**src/hw/rtl/fcp_pkg.sv**
```systemverilog
// fcp_pkg: shared constants, result kinds, controller states and the
// command/status structs between the parser controller and datapath.
// No dependencies.
package fcp_pkg;

  // sysex buffer depth and longest run given out for one end byte
  localparam int SYSEX_CAPACITY = 32;
  localparam int MAX_RUN        = 32;

  localparam int ADDR_W = $clog2(SYSEX_CAPACITY);
  localparam int CNT_W  = $clog2(SYSEX_CAPACITY + 1);
  localparam int RUN_W  = $clog2(MAX_RUN + 1);
  localparam int IDX_W  = 5;

  // command bytes
  localparam logic [7:0] CMD_DIGITAL = 8'h90;
  localparam logic [7:0] CMD_REPORT  = 8'hD0;
  localparam logic [7:0] CMD_ANALOG  = 8'hE0;
  localparam logic [7:0] CMD_SYSEX   = 8'hF0;
  localparam logic [7:0] CMD_PINMODE = 8'hF4;
  localparam logic [7:0] CMD_END     = 8'hF7;
  localparam logic [7:0] CMD_VERSION = 8'hF9;
  localparam logic [7:0] CMD_RESET   = 8'hFF;

  // result kinds; KIND_NONE marks no pending command
  typedef enum logic [2:0] {
    KIND_ANALOG  = 3'd0,
    KIND_DIGITAL = 3'd1,
    KIND_PINMODE = 3'd2,
    KIND_REPORT  = 3'd3,
    KIND_VERSION = 3'd4,
    KIND_RESET   = 3'd5,
    KIND_SYSEX   = 3'd6,
    KIND_NONE    = 3'd7
  } kind_t;

  typedef enum logic [1:0] {
    ST_IDLE,
    ST_FETCH,
    ST_SEND
  } state_t;

  // controller to datapath
  typedef struct packed {
    logic accept;   // input byte transfer this cycle
    logic fetch;    // read next sysex byte into the output register
    logic advance;  // output transfer done, step the run index
  } ctrl_cmd_t;

  // datapath to controller
  typedef struct packed {
    logic one;      // current byte gives a single result
    logic run;      // current byte ends a non-empty sysex frame
    logic more;     // result in the output register is not the last of its run
  } dp_sts_t;

endpackage

```
**src/hw/rtl/fcp_in_if.sv**
```systemverilog
// fcp_in_if: valid/ready channel carrying one received link byte.
// No dependencies.
interface fcp_in_if;
  logic       valid;
  logic       ready;
  logic [7:0] rx_byte;

  modport source (output valid, output rx_byte, input ready);
  modport sink   (input valid, input rx_byte, output ready);
endinterface

```
**src/hw/rtl/fcp_out_if.sv**
```systemverilog
// fcp_out_if: valid/ready channel carrying one decoded parser event.
// No dependencies.
interface fcp_out_if;
  logic        valid;
  logic        ready;
  logic [2:0]  msg_kind;
  logic [6:0]  channel;
  logic [13:0] value;
  logic [4:0]  byte_index;
  logic        last;

  modport source (output valid, output msg_kind, output channel, output value,
                  output byte_index, output last, input ready);
  modport sink   (input valid, input msg_kind, input channel, input value,
                  input byte_index, input last, output ready);
endinterface

```
**src/hw/rtl/fcp_ctrl.sv**
```systemverilog
// fcp_ctrl: handshake controller of the command parser.
// Depends on fcp_pkg.
module fcp_ctrl
  import fcp_pkg::*;
(
  input  logic      clk,
  input  logic      rst_n,
  input  logic      in_valid,
  output logic      in_ready,
  output logic      out_valid,
  input  logic      out_ready,
  input  dp_sts_t   sts,
  output ctrl_cmd_t cmd
);

  state_t state_r, state_nxt;

  // state register
  always_ff @(posedge clk) begin
    if (!rst_n) begin
      state_r <= ST_IDLE;
    end else begin
      state_r <= state_nxt;
    end
  end

  // next state and commands
  always_comb begin
    state_nxt = state_r;
    cmd       = '0;
    in_ready  = 1'b0;
    out_valid = 1'b0;
    unique case (state_r)
      ST_IDLE: begin
        in_ready = 1'b1;
        if (in_valid) begin
          cmd.accept = 1'b1;
          if (sts.one) begin
            state_nxt = ST_SEND;
          end else if (sts.run) begin
            state_nxt = ST_FETCH;
          end
        end
      end
      ST_FETCH: begin
        cmd.fetch = 1'b1;
        state_nxt = ST_SEND;
      end
      ST_SEND: begin
        out_valid = 1'b1;
        if (out_ready) begin
          if (sts.more) begin
            cmd.advance = 1'b1;
            state_nxt   = ST_FETCH;
          end else begin
            state_nxt = ST_IDLE;
          end
        end
      end
      default: state_nxt = ST_IDLE;
    endcase
  end

  // an accepted byte never lands while a result is still held
  a_no_accept_busy: assert property (@(posedge clk) disable iff (!rst_n)
    cmd.accept |-> state_r == ST_IDLE)
    else $error("byte accepted while busy");

  // a fetch is always followed by an offered result
  a_fetch_then_send: assert property (@(posedge clk) disable iff (!rst_n)
    cmd.fetch |=> out_valid)
    else $error("fetch not followed by result");

  // an unfinished run goes back to fetch after its transfer
  a_more_refetch: assert property (@(posedge clk) disable iff (!rst_n)
    (out_valid && out_ready && sts.more) |=> state_r == ST_FETCH)
    else $error("run stopped early");

endmodule

```
**src/hw/rtl/fcp_datapath.sv**
```systemverilog
// fcp_datapath: parser registers, sysex buffer and the output register.
// Depends on fcp_pkg.
module fcp_datapath
  import fcp_pkg::*;
(
  input  logic        clk,
  input  logic        rst_n,
  input  logic [7:0]  rx_byte,
  input  ctrl_cmd_t   cmd,
  output dp_sts_t     sts,
  output logic [2:0]  msg_kind,
  output logic [6:0]  channel,
  output logic [13:0] value,
  output logic [4:0]  byte_index,
  output logic        last
);

  // parser state
  logic             in_sysex_r, in_sysex_nxt;
  logic [CNT_W-1:0] sysex_cnt_r, sysex_cnt_nxt;
  logic [1:0]       awaited_r, awaited_nxt;
  kind_t            pend_r, pend_nxt;
  logic [3:0]       chan_hold_r, chan_hold_nxt;
  logic [6:0]       first_r, first_nxt;

  // run bookkeeping
  logic [RUN_W-1:0] run_idx_r;
  logic [RUN_W-1:0] run_len_r, run_len_nxt;

  // sysex buffer
  logic [7:0] mem [SYSEX_CAPACITY];
  logic       wr_en;

  // output register
  kind_t       kind_r;
  logic [6:0]  ochan_r;
  logic [13:0] value_r;
  logic [4:0]  idx_r;
  logic        last_r;

  // single result decoded from the current byte
  kind_t       one_kind;
  logic [6:0]  one_chan;
  logic [13:0] one_val;
  logic [7:0]  cmd_code;

  // byte decode
  always_comb begin
    in_sysex_nxt  = in_sysex_r;
    sysex_cnt_nxt = sysex_cnt_r;
    awaited_nxt   = awaited_r;
    pend_nxt      = pend_r;
    chan_hold_nxt = chan_hold_r;
    first_nxt     = first_r;
    run_len_nxt   = run_len_r;
    wr_en         = 1'b0;
    sts.one       = 1'b0;
    sts.run       = 1'b0;
    sts.more      = (kind_r == KIND_SYSEX) && !last_r;
    one_kind      = KIND_VERSION;
    one_chan      = '0;
    one_val       = '0;
    cmd_code      = (rx_byte[7:4] != 4'hF) ? {rx_byte[7:4], 4'h0} : rx_byte;

    if (in_sysex_r) begin
      if (rx_byte == CMD_END) begin
        in_sysex_nxt = 1'b0;
        sts.run      = (sysex_cnt_r != '0);
        run_len_nxt  = (32'(sysex_cnt_r) > MAX_RUN) ? RUN_W'(MAX_RUN)
                                                    : RUN_W'(sysex_cnt_r);
      end else if (32'(sysex_cnt_r) >= SYSEX_CAPACITY) begin
        // overflow drops the frame
        in_sysex_nxt = 1'b0;
      end else begin
        wr_en         = 1'b1;
        sysex_cnt_nxt = sysex_cnt_r + CNT_W'(1);
      end
    end else if (awaited_r != 2'd0 && !rx_byte[7]) begin
      awaited_nxt = awaited_r - 2'd1;
      if (awaited_r == 2'd2) begin
        first_nxt = rx_byte[6:0];
      end else begin
        pend_nxt = KIND_NONE;
        case (pend_r)
          KIND_ANALOG, KIND_DIGITAL: begin
            sts.one  = 1'b1;
            one_kind = pend_r;
            one_chan = {3'd0, chan_hold_r};
            one_val  = {rx_byte[6:0], first_r};
          end
          KIND_PINMODE: begin
            sts.one  = 1'b1;
            one_kind = KIND_PINMODE;
            one_chan = first_r;
            one_val  = {7'd0, rx_byte[6:0]};
          end
          KIND_REPORT: begin
            sts.one  = 1'b1;
            one_kind = KIND_REPORT;
            one_chan = {3'd0, chan_hold_r};
            one_val  = {7'd0, rx_byte[6:0]};
          end
          default: ;
        endcase
      end
    end else begin
      // channel capture for every byte below the system range
      if (rx_byte[7:4] != 4'hF) begin
        chan_hold_nxt = rx_byte[3:0];
      end
      unique case (cmd_code)
        CMD_DIGITAL: begin
          awaited_nxt = 2'd2;
          pend_nxt    = KIND_DIGITAL;
        end
        CMD_ANALOG: begin
          awaited_nxt = 2'd2;
          pend_nxt    = KIND_ANALOG;
        end
        CMD_PINMODE: begin
          awaited_nxt = 2'd2;
          pend_nxt    = KIND_PINMODE;
        end
        CMD_REPORT: begin
          awaited_nxt = 2'd1;
          pend_nxt    = KIND_REPORT;
        end
        CMD_SYSEX: begin
          in_sysex_nxt  = 1'b1;
          sysex_cnt_nxt = '0;
        end
        CMD_VERSION: begin
          sts.one  = 1'b1;
          one_kind = KIND_VERSION;
        end
        CMD_RESET: begin
          sts.one       = 1'b1;
          one_kind      = KIND_RESET;
          in_sysex_nxt  = 1'b0;
          sysex_cnt_nxt = '0;
          awaited_nxt   = 2'd0;
          pend_nxt      = KIND_NONE;
          chan_hold_nxt = '0;
          first_nxt     = '0;
        end
        default: ;
      endcase
    end
  end

  // parser registers
  always_ff @(posedge clk) begin
    if (!rst_n) begin
      in_sysex_r  <= 1'b0;
      sysex_cnt_r <= '0;
      awaited_r   <= 2'd0;
      pend_r      <= KIND_NONE;
      chan_hold_r <= '0;
      first_r     <= '0;
      run_len_r   <= '0;
      run_idx_r   <= '0;
    end else begin
      if (cmd.accept) begin
        in_sysex_r  <= in_sysex_nxt;
        sysex_cnt_r <= sysex_cnt_nxt;
        awaited_r   <= awaited_nxt;
        pend_r      <= pend_nxt;
        chan_hold_r <= chan_hold_nxt;
        first_r     <= first_nxt;
        if (sts.run) begin
          run_len_r <= run_len_nxt;
          run_idx_r <= '0;
        end
      end else if (cmd.advance) begin
        run_idx_r <= run_idx_r + RUN_W'(1);
      end
    end
  end

  // sysex buffer write
  always_ff @(posedge clk) begin
    if (cmd.accept && wr_en) begin
      mem[sysex_cnt_r[ADDR_W-1:0]] <= rx_byte;
    end
  end

  // output register, loaded by a single result or a buffer read
  always_ff @(posedge clk) begin
    if (cmd.accept && sts.one) begin
      kind_r  <= one_kind;
      ochan_r <= one_chan;
      value_r <= one_val;
      idx_r   <= '0;
      last_r  <= 1'b1;
    end else if (cmd.fetch) begin
      kind_r  <= KIND_SYSEX;
      ochan_r <= '0;
      value_r <= {6'd0, mem[run_idx_r[ADDR_W-1:0]]};
      idx_r   <= run_idx_r[IDX_W-1:0];
      last_r  <= (RUN_W'(run_idx_r + RUN_W'(1)) == run_len_r);
    end
  end

  assign msg_kind   = kind_r;
  assign channel    = ochan_r;
  assign value      = value_r;
  assign byte_index = idx_r;
  assign last       = last_r;

  // buffer fill never passes its capacity
  a_cnt_bound: assert property (@(posedge clk) disable iff (!rst_n)
    32'(sysex_cnt_r) <= SYSEX_CAPACITY)
    else $error("sysex count past capacity");

  // a wait for data always has a command to complete
  a_wait_has_kind: assert property (@(posedge clk) disable iff (!rst_n)
    (awaited_r != 2'd0) |-> (pend_r != KIND_NONE))
    else $error("data awaited with nothing pending");

  // buffer reads stay inside the run
  a_fetch_in_run: assert property (@(posedge clk) disable iff (!rst_n)
    cmd.fetch |-> (run_idx_r < run_len_r))
    else $error("sysex read past run end");

endmodule

```
**src/hw/rtl/firmata_command_parser.sv**
```systemverilog
// firmata_command_parser: top level of the Firmata byte-stream decoder.
// Depends on fcp_pkg, fcp_in_if, fcp_out_if, fcp_ctrl and fcp_datapath.

// Takes one received link byte per input transfer and gives decoded
// events on the output channel. A byte that completes no event is taken
// at once and the next byte can follow in the next cycle. A byte that
// completes a command gives its event from the output register on the
// next cycle, and the next byte is taken after that event's transfer.
// The sysex end byte gives the buffered frame (up to 32 bytes) as a run:
// each byte is read from the single read port of the sysex buffer in
// ST_FETCH and then offered in ST_SEND until its output transfer.
// Input is held off during a run.
module firmata_command_parser
  import fcp_pkg::*;
(
  input  logic clk,
  input  logic rst_n,
  fcp_in_if.sink    in_ch,
  fcp_out_if.source out_ch
);

  ctrl_cmd_t cmd;
  dp_sts_t   sts;

  fcp_ctrl u_ctrl (
    .clk       (clk),
    .rst_n     (rst_n),
    .in_valid  (in_ch.valid),
    .in_ready  (in_ch.ready),
    .out_valid (out_ch.valid),
    .out_ready (out_ch.ready),
    .sts       (sts),
    .cmd       (cmd)
  );

  fcp_datapath u_datapath (
    .clk        (clk),
    .rst_n      (rst_n),
    .rx_byte    (in_ch.rx_byte),
    .cmd        (cmd),
    .sts        (sts),
    .msg_kind   (out_ch.msg_kind),
    .channel    (out_ch.channel),
    .value      (out_ch.value),
    .byte_index (out_ch.byte_index),
    .last       (out_ch.last)
  );

endmodule

```
**src/flat_wrapper.sv**
```systemverilog
// flat-port wrapper written by rule: the top's interface ports become plain ports
module firmata_command_parser_flat import fcp_pkg::*;
  (clk, rst_n, in_ch_valid, in_ch_rx_byte, in_ch_ready, out_ch_valid, out_ch_msg_kind, out_ch_channel, out_ch_value, out_ch_byte_index, out_ch_last, out_ch_ready);
  fcp_in_if in_ch_i ();
  fcp_out_if out_ch_i ();
  input  logic clk;
  input  logic rst_n;
  input wire logic [$bits(in_ch_i.valid)-1:0] in_ch_valid;
  input wire logic [$bits(in_ch_i.rx_byte)-1:0] in_ch_rx_byte;
  output wire logic [$bits(in_ch_i.ready)-1:0] in_ch_ready;
  output wire logic [$bits(out_ch_i.valid)-1:0] out_ch_valid;
  output wire logic [$bits(out_ch_i.msg_kind)-1:0] out_ch_msg_kind;
  output wire logic [$bits(out_ch_i.channel)-1:0] out_ch_channel;
  output wire logic [$bits(out_ch_i.value)-1:0] out_ch_value;
  output wire logic [$bits(out_ch_i.byte_index)-1:0] out_ch_byte_index;
  output wire logic [$bits(out_ch_i.last)-1:0] out_ch_last;
  input wire logic [$bits(out_ch_i.ready)-1:0] out_ch_ready;
  assign in_ch_i.valid = in_ch_valid;
  assign in_ch_i.rx_byte = in_ch_rx_byte;
  assign in_ch_ready = in_ch_i.ready;
  assign out_ch_valid = out_ch_i.valid;
  assign out_ch_msg_kind = out_ch_i.msg_kind;
  assign out_ch_channel = out_ch_i.channel;
  assign out_ch_value = out_ch_i.value;
  assign out_ch_byte_index = out_ch_i.byte_index;
  assign out_ch_last = out_ch_i.last;
  assign out_ch_i.ready = out_ch_ready;
  firmata_command_parser u_core (.clk(clk), .rst_n(rst_n), .in_ch(in_ch_i), .out_ch(out_ch_i));
endmodule
```
**config.mk**
```make
export PLATFORM = sky130hd
export DESIGN_NAME = firmata_command_parser_flat
export DESIGN_NICKNAME = d
export VERILOG_FILES = /design/src/hw/rtl/fcp_pkg.sv /design/src/hw/rtl/fcp_in_if.sv /design/src/hw/rtl/fcp_out_if.sv /design/src/hw/rtl/fcp_ctrl.sv /design/src/hw/rtl/fcp_datapath.sv /design/src/hw/rtl/firmata_command_parser.sv /design/src/flat_wrapper.sv
export SDC_FILE = /design/constraint.sdc
export NUM_CORES = 1
export LEC_CHECK = 0
export BUFFER_PORTS_ARGS = -buffer_cell sky130_fd_sc_hd__buf_4
export CAP_MARGIN = 20
export CORE_MARGIN = 3
export CORE_UTILIZATION = 35
export CTS_BUF_LIST = sky130_fd_sc_hd__clkbuf_2
export CTS_CLUSTER_SIZE = 12
export DETAILED_ROUTE_END_ITERATION = 7
export PLACE_DENSITY_LB_ADDON = 0.3
export RECOVER_POWER = 25
export SLEW_MARGIN = 5
export SYNTH_ARGS = -nofsm -noshare
export SYNTH_HDL_FRONTEND = slang
export SYNTH_SLANG_ARGS = --single-unit
export TNS_END_PERCENT = 20
```
**constraint.sdc**
```tcl
create_clock -name clk -period 2.5 [get_ports clk]
set_clock_uncertainty 0.1 [all_clocks]
set_input_delay 0.375 -clock clk [delete_from_list [all_inputs] [get_ports clk]]
set_output_delay 0.375 -clock clk [all_outputs]
set_load 0.05 [all_outputs]
```
==> metrics.yaml <==
regArea_um2: 9370
clk_path_buf_depth: 3
period_share_pct: 96.0
synthXorXnorAreaFrac_pct: 0.593
drv_cap: 0
async_flop_share_pct: 0
clk_pin_slew_ps: 90
slew_headroom_pct: 10.4
startpoint: "in_ch_rx_byte[0]"
synthSimpleGateAreaFrac_pct: 8.22
synthFlopType: "edfxtp_1"
ys_ff_latch: 328
synth_edf_count: 280
synth.avg_cell_area_um2: 16.3
grt_pass1_vias: 8361
synth_top_family_by_area: "multiplexers"
clk_latency_ps: 890
synth.area.mux_share_pct: 11.9
worstPathArrival_ps: 3040
htree_levels: 3
drive_gt1_share_pct: 30.8
portBuffers: 43
postSynthCellCount: 816
syn-num-nets: 835
seq_area_frac_synth_pct: 70.4
drt_iter0_markers: 589
syn_area_um2: 13300
grt.overflow.total: 0
hp-class: "input port to flop"
yosysWarnings: 0
die_area_um2: 40400
num_rows: 70
reg2reg_depth: 6
ctsRootBufferMaster: "clkbuf_2"
tightest_slew_ps: 1340
cts_setup_buffers: 0
final.setup.worst_slack_ps: 99.1
rr_endpoint: "u_core.u_datapath.value[7]$_DFFE_PP_"
synth_cell_type_count: 64
slew_violations: 0
rsz0062_at_grt: "no"
viasPerCell: 5.10
hpwl_um: 21100
peakVddDrop_mv: 0.263
design.portCount: 44
crit_fanout: 10
fmax_mhz: 417
multi_input_area_um2: 3690
tritoncts.num_buffers: 83
grt_max_degree: 37
antenna_found_initial: 3
coreArea_um2: 37000
area_growth_pct: 16.8
crit_type: "input port to flop"
initial_core_util_pct: 35.9
min_path_cells: 3
vias: 7942
die_h_um: 201
powerDensity_nw_per_um2: 637
critPathCaptureType: "flop"
finalSetupViolCount: 0
cts_tree: "done"
min_period_ps: 2400
synth_compound_area_share_pct: 6.39
final_nets: 1007
first_pass_iters: 5
fillers: 3368
ant_nets: 0
cp_data_required_time_ps: 3140
routabilityCongestion: 0.782
cp-endpoint: "u_core.u_datapath.pend_r[0]$_SDFFE_PN1P_"
grtUsageTotal_pct: 15.7
routed_wl_um: 31700
dp_slack_ps: 110
crit_path_start_kind: "input port"
grt_pass1_wl_um: 48500
status: "finished, final reports clean"
p_leak_nw: 5.24
reg2reg_slack_ps: 100
synth_fa_ha_area_share_pct: 0.658
clock-sinks: 328
hold_viol_final: 0
wire_per_inst_um: 20.4
drc: 0
fp.dieW_um: 201
tns_ps: 0
routing by layer:
metal  vias up  GRT usage (%)  routed length, µm
li1       3630              -                  -
met1      4000           21.1              14000
met2       250           24.5              14700
met3        60           4.12               1960
met4         2           6.40                979
met5         -              0                 13
final cells by class:
| type | instances | area share (%) |
|---|---|---|
| Antenna cell | 3 | 0.0483 |
| Tap cell | 504 | 4.06 |
| Clock inverter | 19 | 0.660 |
| Multi-Input combinational cell | 432 | 23.8 |
| Sequential cell | 328 | 60.3 |
| Timing Repair Buffer | 132 | 6.80 |
| Clock buffer | 127 | 4.09 |
| Inverter | 11 | 0.266 |
kinds of logic (layout without fill, tap and decap cells):
family,Yosys count,count (layout)
AOI/OAI and AO/OA,126,126
other,0,3
muxes,78,78
and+or+nand+nor,212,212
adders and majority gates,7,7
xor gates and xnor gates,9,9
DFF,328,328
buffers and inverters,56,289
placed cells by master (no fill, tap or decap), types with 15 or more instances in the layout:
master      n
buf_4     102
a22oi_1    35
a21oi_1    41
nor2_1     58
nand3_1    19
nand2_1    55
edfxtp_1  280
dfxtp_1    46
mux4_2     64
clkinv_1   15
clkbuf_2  127
worst min path at each step:
stage                                                      start                                           end  slack (ps)
finish                                                     rst_n      u_core.u_datapath.pend_r[0]$_SDFFE_PN1P_         270
detailed placement  u_core.u_datapath.byte_index[3]$_SDFFE_PP0P_  u_core.u_datapath.byte_index[3]$_SDFFE_PP0P_         350
global route                                               rst_n      u_core.u_datapath.pend_r[1]$_SDFFE_PN1P_         170
CTS                                                        rst_n      u_core.u_datapath.pend_r[1]$_SDFFE_PN1P_         160
floorplan            u_core.u_datapath.run_len_r[4]$_SDFFE_PN0P_   u_core.u_datapath.run_len_r[4]$_SDFFE_PN0P_         340
global placement    u_core.u_datapath.byte_index[0]$_SDFFE_PP0P_  u_core.u_datapath.byte_index[0]$_SDFFE_PP0P_         350
flip-flops by register name, indices dropped and copies added (netlist names), named ones only:
signal / count
u_core.u_ctrl.state_r: 2
u_core.u_datapath.byte_index: 5
u_core.u_datapath.run_len_r: 6
u_core.u_datapath.channel: 7
u_core.u_datapath.value: 14
u_core.u_datapath.first_r: 7
u_core.u_datapath.last: 1
u_core.u_datapath.msg_kind: 3
u_core.u_datapath.mem: 256
u_core.u_datapath.pend_r: 3
u_core.u_datapath.in_sysex_r: 1
u_core.u_datapath.run_idx_r: 6
u_core.u_datapath.sysex_cnt_r: 6
u_core.u_datapath.chan_hold_r: 4
u_core.u_datapath.awaited_r: 2
through the flow:
stage | hold slack [ps] | utilization, % | total power, W | instances | instance area (µm²)
6_report | 269 | 42.0 | 0.00989 | 1556 | 15500
5_1_grt | 171 | 42.0 | 0.0104 | 1556 | 15500
4_1_cts | 158 | 42.0 | 0.0100 | 1553 | 15600
3_5_place_dp | 346 | 39.7 | 0.00650 | 1394 | 14700
3_3_place_gp | 347 | 39.7 | 0.00650 | 1394 | 14700
2_1_floorplan | 343 | - | 0.00630 | 816 | 13300
critical path, stage by stage:
cell and delay, ps:
dlygate4sd3_1 520, clkbuf_1 420, clkbuf_1 520, nand3_1 140, a211o_1 340, a311oi_2 410
mux2i_1 230, nand2_1 70
cell usage after synthesis, drive strengths merged (3+ instances only):
master	n	area, µm²
a21oi	41	205
a22oi	35	263
a31oi	5	31.3
and2	11	71.3
and3	5	31.3
buf	21	110
clkbuf	24	90.1
dfxtp	48	961
edfxtp	280	8410
ha	7	87.6
inv	10	37.5
mux2i	13	130
mux4	64	1440
nand2	55	206
nand2b	9	56.3
nand3	19	95.1
nand3b	8	60.1
nand4	3	25.0
nor2	58	218
nor2b	10	62.6
nor3	13	86.3
nor3b	3	27.5
nor4	3	25.0
o21ai	11	55.1
o22ai	11	68.8
o31ai	3	22.5
or3	5	31.3
xnor2	4	35.0
xor2	5	43.8
repair_timing:
action / 4_1_cts / 5_1_grt
hold buffers: 13 / 0
gates resized for setup: 0 / 1
endpoints found under the hold margin: 211 / 0
setup endpoints to repair: 0 / 1
report_power, final:
group / switching [W] / internal, W
sequential: 0.0000188 / 0.00595
combinational: 0.000289 / 0.000121
clock: 0.00208 / 0.00144
No activity file was read; power rests on OpenSTA's default activity.
